$ cat src/hdl/cts_pkg.sv
// ---------------------------------------------------------------------------
// cts_pkg
// Shared types, constants and helpers for the circle set-point pipeline.
// ---------------------------------------------------------------------------
`default_nettype none

package cts_pkg;

    localparam int CORDIC_STEPS_DEF = 16;
    localparam int ATAN_LEN         = 30;
    localparam int ADDR_W           = 5;

    localparam logic signed [33:0] CORDIC_GAIN = 34'sd652032874;
    localparam logic [31:0]        TWO_PI_Q29  = 32'd3373259426;
    localparam logic [32:0]        SPEED_CAP   = 33'h1_0000_0000;

    localparam logic [2:0] REG_RADIUS  = 3'd0;
    localparam logic [2:0] REG_FREQ    = 3'd1;
    localparam logic [2:0] REG_DUR     = 3'd2;
    localparam logic [2:0] REG_START_X = 3'd3;
    localparam logic [2:0] REG_START_Y = 3'd4;
    localparam logic [2:0] REG_START_Z = 3'd5;

    localparam logic [31:0] ATAN_TURNS [ATAN_LEN] = '{
        32'h20000000, 32'h12E4051E, 32'h09FB385B, 32'h051111D4, 32'h028B0D43,
        32'h0145D7E1, 32'h00A2F61E, 32'h00517C55, 32'h0028BE53, 32'h00145F2F,
        32'h000A2F98, 32'h000517CC, 32'h00028BE6, 32'h000145F3, 32'h0000A2FA,
        32'h0000517D, 32'h000028BE, 32'h0000145F, 32'h00000A30, 32'h00000518,
        32'h0000028C, 32'h00000146, 32'h000000A3, 32'h00000051, 32'h00000029,
        32'h00000014, 32'h0000000A, 32'h00000005, 32'h00000003, 32'h00000001
    };

    typedef struct packed {
        logic [30:0]        radius;
        logic [31:0]        freq;
        logic [31:0]        duration;
        logic signed [31:0] start_x;
        logic signed [31:0] start_y;
        logic signed [31:0] start_z;
        logic [32:0]        speed;
    } t_cfg;

    typedef struct packed {
        logic        done;
        logic        ramp;
        logic [15:0] k;
    } t_side;

    function automatic logic signed [31:0] sat32(input logic signed [63:0] v);
        logic signed [31:0] r;
        if (v > 64'sd2147483647) begin
            r = 32'sh7FFFFFFF;
        end else if (v < -64'sd2147483648) begin
            r = 32'sh80000000;
        end else begin
            r = v[31:0];
        end
        return r;
    endfunction

endpackage

`default_nettype wire

$ cat src/hdl/cts_regs.sv
// ---------------------------------------------------------------------------
// cts_regs
// APB register file and the derived speed 2*pi*f*r, worked out over three
// registered steps after each write.
// ---------------------------------------------------------------------------
`default_nettype none

module cts_regs
    import cts_pkg::*;
(
    input  wire logic              i_clk,
    input  wire logic              i_rst_n,
    input  wire logic              psel,
    input  wire logic              penable,
    input  wire logic              pwrite,
    input  wire logic [ADDR_W-1:0] paddr,
    input  wire logic [31:0]       pwdata,
    output logic      [31:0]       prdata,
    output logic                   pready,
    output t_cfg                   o_cfg
);

    logic [30:0] r_radius;
    logic [31:0] r_freq;
    logic [31:0] r_dur;
    logic [31:0] r_sx;
    logic [31:0] r_sy;
    logic [31:0] r_sz;
    logic [62:0] r_fr_prod;
    logic [61:0] r_sp_prod;
    logic        r_cap;
    logic [32:0] r_speed;
    logic [46:0] fr;
    logic [32:0] n_speed;
    logic [32:0] sp_round;
    logic        wr;
    logic [2:0]  idx;

    assign wr     = psel & penable & pwrite;
    assign idx    = paddr[ADDR_W-1:2];
    assign pready = 1'b1;

    always_ff @(posedge i_clk) begin
        if (!i_rst_n) begin
            r_radius <= '0;
            r_freq   <= '0;
            r_dur    <= '0;
            r_sx     <= '0;
            r_sy     <= '0;
            r_sz     <= '0;
        end else if (wr) begin
            case (idx)
                REG_RADIUS:  r_radius <= pwdata[30:0];
                REG_FREQ:    r_freq   <= pwdata;
                REG_DUR:     r_dur    <= pwdata;
                REG_START_X: r_sx     <= pwdata;
                REG_START_Y: r_sy     <= pwdata;
                REG_START_Z: r_sz     <= pwdata;
                default: ;
            endcase
        end
    end

    always_comb begin
        case (idx)
            REG_RADIUS:  prdata = {1'b0, r_radius};
            REG_FREQ:    prdata = r_freq;
            REG_DUR:     prdata = r_dur;
            REG_START_X: prdata = r_sx;
            REG_START_Y: prdata = r_sy;
            REG_START_Z: prdata = r_sz;
            default:     prdata = '0;
        endcase
    end

    // speed chain
    assign fr       = r_fr_prod[62:16];
    assign sp_round = 33'((r_sp_prod + 62'(1 << 28)) >> 29);
    assign n_speed  = (r_cap || sp_round > SPEED_CAP) ? SPEED_CAP : sp_round;

    always_ff @(posedge i_clk) begin
        r_fr_prod <= 63'(r_freq) * 63'(r_radius);
        r_cap     <= fr >= 47'(1 << 30);
        r_sp_prod <= 62'(fr[29:0]) * 62'(TWO_PI_Q29);
        r_speed   <= n_speed;
    end

    always_comb begin
        o_cfg.radius   = r_radius;
        o_cfg.freq     = r_freq;
        o_cfg.duration = r_dur;
        o_cfg.start_x  = r_sx;
        o_cfg.start_y  = r_sy;
        o_cfg.start_z  = r_sz;
        o_cfg.speed    = r_speed;
    end

endmodule

`default_nettype wire

$ cat config.mk
export PLATFORM = sky130hd
export DESIGN_NAME = cts_regs
export DESIGN_NICKNAME = d
export VERILOG_FILES = /design/src/hdl/cts_pkg.sv /design/src/hdl/cts_regs.sv
export SDC_FILE = /design/constraint.sdc
export NUM_CORES = 2
export LEC_CHECK = 0
export BUFFER_PORTS_ARGS = -buffer_cell sky130_fd_sc_hd__buf_2
export CORE_ASPECT_RATIO = 1.5
export CORE_MARGIN = 4
export CORE_UTILIZATION = 29
export DETAILED_ROUTE_END_ITERATION = 12
export SYNTH_ARGS = -nofsm -noshare
export SYNTH_HDL_FRONTEND = slang
export SYNTH_SLANG_ARGS = --single-unit
$ cat constraint.sdc
create_clock -name i_clk -period 7 [get_ports i_clk]
set_clock_uncertainty 0.05 [all_clocks]
set_input_delay 1.05 -clock i_clk [delete_from_list [all_inputs] [get_ports i_clk]]
set_output_delay 1.05 -clock i_clk [all_outputs]
set_load 0.02 [all_outputs]
# Yosys cells after proc, flatten, opt, wreduce, memory -nomap -nowiden
# Cells that the tools add are included.
# op_classes
multipliers,2
muxes,1
n_eq_ne,5
reduce_logical,8
n_addsub,1
n_bitwise,2
order_cmp,2
# op_table
cell,n
case mux 32 bit (6 select lines),1
multiplier 32 x 31 -> 63 bit,1
"adder 62 x 29 -> 62 bit, second input constant",1
"multiplier 30 x 31 -> 61 bit, second input constant",1
">= comparator 47 x 31 -> 1 bit, second input constant",1
"> comparator 33 bit, second input constant",1
AND reduction 2 bit,6
"== test 3 x 2 -> 1 bit, second input constant",2
"== test 3 bit, second input constant",2
"== test 3 x 1 -> 1 bit, second input constant",1
logical NOT 3 bit,1
AND 1 bit,2
logical OR 1 bit,1
# word_totals
ff_bits,349
in_bits,42
elab_cells,31
out_inout_bits,257

# Depth between registers and ports, before layout
# depth
depth_word,3
depth_mapped,29
ltp_nobuf,28

# Worst setup path before layout
# No wires, ideal clock.
# synth_path
path_type,register to register
startpoint,register r_radius[5]
endpoint,register r_fr_prod[34]
stages_incl_launch_ff,28
t_arrival_ns,7.520
n_path_buf,1
setup_slack_ns,-0.642
setup_time_ns,0.072
required_time_ns,6.878
synth_period_minus_slack_ns,7.642
path_cell_list,dfxtp_1 clkbuf_1 and2_1 fa_1 fa_1 fa_1 inv_1 fa_1 inv_1 fa_1 inv_1 fa_1 inv_1 fa_1 inv_1 fa_1 inv_1 ha_1 a21oi_1 o21ai_0 or3_1 a21o_1 and2_1 a31oi_1 o21ai_1 a221o_1 a311oi_1 xnor2_1
# synth_via
elab_chain_cells,1
# synth_lines
element,line,rtl
"start, declared",cts_regs.sv:23,logic [30:0] r_radius;
"start signal, assigned",cts_regs.sv:53,REG_RADIUS: r_radius <= pwdata[30:0];
multiplier 32 x 31 -> 63 bit,cts_regs.sv:82,r_fr_prod <= 63'(r_freq) * 63'(r_radius);
"end signal, assigned",cts_regs.sv:82,
"end, declared",cts_regs.sv:29,logic [62:0] r_fr_prod;
# Every way passes these cells.
# A chain may end at the register's enable or synchronous reset.

# Final worst setup path
# layout_path
startpoint,register r_freq[12]
endpoint,register r_fr_prod[57]
# layout_via
elab_chain_cells,1
# layout_lines
element,line,rtl
"start, declared",cts_regs.sv:24,logic [31:0] r_freq;
"start signal, assigned",cts_regs.sv:54,REG_FREQ: r_freq <= pwdata;
multiplier 32 x 31 -> 63 bit,cts_regs.sv:82,
# Every way passes these cells.

==> summary.txt <==
Global route
  • Largest net degree at the start of global routing: 103
  • Vias in the first global route: approximately 50000
  • Global-route congestion overflow total: 0
  • First-pass GRT wire length: 268000 microns
  • Gr usage total: 16.4%
  • Initial antenna violation count: 1

Outcome
  • Violated checks: negative setup slack
  • Outcome: complete, but fails checks

Detailed routing
  • Drt drc: 0
  • Detailed-route via count: 44132
  • Vias/cell: 4.59
  • Drt first pass iters: 8
  • Drt first-iter violations: 1769
  • Per-cell routed wire length: 17.5 microns
  • Post-route ant nets: 0
  • Total wire length: 168000 microns

Finish
  • Finished Core Util: 35.2%
  • Synth-to-layout area growth: 20.7%
  • Non-filler instance count after layout: 9621
  • Commonest non-fill, non-tap cell in the layout: inv_1
  • Layout cells sized above 1: a little under a fifth
  • Nets: 8829
  • Most frequent cells in the layout: inv_1 (1290), fa_1 (1167), nand2_1 (927)

Floorplanning
  • I/O pin cnt: around 300
  • Starting Density: 29.2%
  • Die area: just over 0.2 sq mm
  • Vert. Die Dim: roughly 550 microns
  • Core area: 0.198 sq mm
  • Std-Cell Rows: 200
  • Die X-Extent: 372 microns

CTS
  • TritonCTS Buffers: 38
  • H-tree depth: 2
  • Clk sink count: 306
  • Clock Path Buffers: 3
  • CTS tree: built
  • Clock Tree Root: clkbuf_16
  • CTS clk-pin slew, worst paths: 0.07 ns
  • CTS Hold Bufs: 0
  • Clock latency at the later pin of the worst-skew pair: 0.62 ns

Logic synthesis
  • Syn Nets: 8125
  • Netlist cell types: 72
  • Post-Syn Area: 0.0578 sq mm
  • Yosys reg bits: 306
  • EDFF count, synth: 0
  • Register area share after synthesis: 10.6%
  • Asr flop ratio synth: 0%
  • Mean Syn Cell Area: 9.22 sq um
  • Synthesis Warnings: 0
  • Cells after Synth: 6264
  • Ys flop type: dfxtp_1

STA
  • Min Tclk post-route: 7.36 ns
  • Final Setup Violations: 39
  • Sum Neg Setup Slack: -7.66 ns
  • RSZ-0062 raised after global routing: true
  • Relative slew slack: between 10 and 15%
  • Fmax: 136 MHz
  • Slew @ Worst Pin: between 1 and 1.5 ns
  • Final Hold Fails: 0
  • Final WS setup: -0.364 ns
  • Fin. max-slew vios: 0
  • Tcrit/Tclk final: 105%

Placed design
  • Placed Cells: roughly 9500
  • Hpwl dp: between 100000 and 150000 microns
  • Dpl ws: -0.797 ns
  • Global placer's final weighted congestion: just over 0.9
  • PortBufs: 295

Worst hold path
  • HP Class: flop to flop

Pwr
  • PD cells: a little under 60 mW/mm^2
  • Peak supply drop: between 0.2 and 0.25 mV
  • Pleak: 0.0359 uW

Worst setup path
  • Crit-path max FO: 7
  • Crit path DAT: 7.85 ns
  • Startpoint types: flop
  • CP required: 7.48 ns
  • Crit end category: flop
  • CP Class: flop to flop

Job
  • Max_cap viols: 0
## worst max-delay path, stage by stage, from the launching register on
cell and delay (ns):
dfxtp_4 0.38, buf_6 0.13, and2_4 0.14, fa_2 0.48
fa_2 0.36, fa_1 0.57, inv_2 0.05, fa_1 0.51
inv_2 0.05, fa_1 0.51, inv_2 0.04, fa_1 0.52
inv_1 0.05, fa_1 0.47, inv_1 0.05, fa_2 0.52
inv_2 0.05, ha_4 0.25, nand4_1 0.12, nor2_1 0.06
a221oi_2 0.30, nand2b_4 0.11, buf_6 0.13, a41o_4 0.22
a221o_2 0.44, a211o_4 0.40, a41oi_2 0.16, xnor2_1 0.14
## metrics by stage
step | power (uW) | area, sq um | hold WS [ns]
6_report | 4100 | 69700 | 0.433
4_1_cts | 4180 | 69000 | 0.436
3_5_place_dp | 2100 | 66800 | 0.425
2_1_floorplan | 1970 | 58300 | 0.341
5_1_grt | 4270 | 69700 | 0.460
3_3_place_gp | 2100 | 66800 | 0.415
## sequential cells by signal, summed over array words and instances (netlist names)
| register | cells |
|---|---|
| r_dur | 32 |
| r_fr_prod | 47 |
| r_sp_prod | 34 |
| r_sy | 32 |
| r_speed | 33 |
| r_sx | 32 |
| r_cap | 1 |
| r_radius | 31 |
| r_freq | 32 |
| r_sz | 32 |
## logic make-up after synthesis
logic type | Yosys count | share of synthesized area [%]
buffers and inverters | 1632 | 10.6
AND/OR/NAND/NOR | 1774 | 14.7
XOR/XNOR | 111 | 1.68
adder cells (fa/ha/maj) | 1819 | 54.9
multiplexers | 3 | 0.0541
flip-flops | 306 | 10.6
AO/OA/AOI/OAI | 618 | 7.34
other | 1 | 0.00649
## layer usage
layer / up-vias / routed length [microns] / track usage, %
met1: 22407 / 63400 / 18.1
met2: 1106 / 91700 / 31.7
met3: 289 / 6820 / 1.88
met4: 0 / 6320 / 5.69
met5: - / 0 / 0
li1: 20330 / - / -
## path summary, 6_finish.rpt
kind              slack [ns]                    end  cells after the start                    start
setup / recovery       -0.36  r_fr_prod[57]$_DFF_P_                     27  r_freq[12]$_SDFFE_PN0P_
hold / removal          0.43  r_sx[20]$_SDFFE_PN0P_                      2    r_sx[20]$_SDFFE_PN0P_
setup reg to reg       -0.36  r_fr_prod[57]$_DFF_P_                     27  r_freq[12]$_SDFFE_PN0P_
hold reg to reg         0.43  r_sx[20]$_SDFFE_PN0P_                      2    r_sx[20]$_SDFFE_PN0P_
## area by class of cell
class	instances	area [sq um]
multi-input combinational	4326	46700
fill	19937	128000
timing repair buffer	975	7250
antenna	1	2.50
sequential	306	6280
clock buffer	45	1030
clock inverter	21	254
tap	2626	3290
inverter	1321	4960
## cell usage after synthesis, types with 58 or more instances
library cell | n | area share (%)
ha_1 | 622 | 13
inv_1 | 1321 | 8.6
xnor2_1 | 65 | 0.99
o21ai_0 | 60 | 0.52
nand3_1 | 58 | 0.50
a21oi_1 | 109 | 0.94
a21boi_0 | 195 | 2.5
and2_1 | 539 | 5.8
dfxtp_1 | 306 | 11
clkbuf_1 | 302 | 2.0
fa_1 | 1197 | 41
a22oi_1 | 97 | 1.3
nor2_1 | 93 | 0.60
nand2_1 | 936 | 6.1
## where the power goes
group / total, uW / switching, uW / internal, uW
clock network: 2040 / 884 / 1150
logic: 301 / 189 / 112
registers: 1770 / 19.5 / 1750
## repair_timing
action,in CTS,in global routing
pin swaps,136,95
setup buffers,36,24
endpoints found under the setup margin,60,63
resized for setup,190,139
Note: power is estimated with default switching activity, not from simulation.
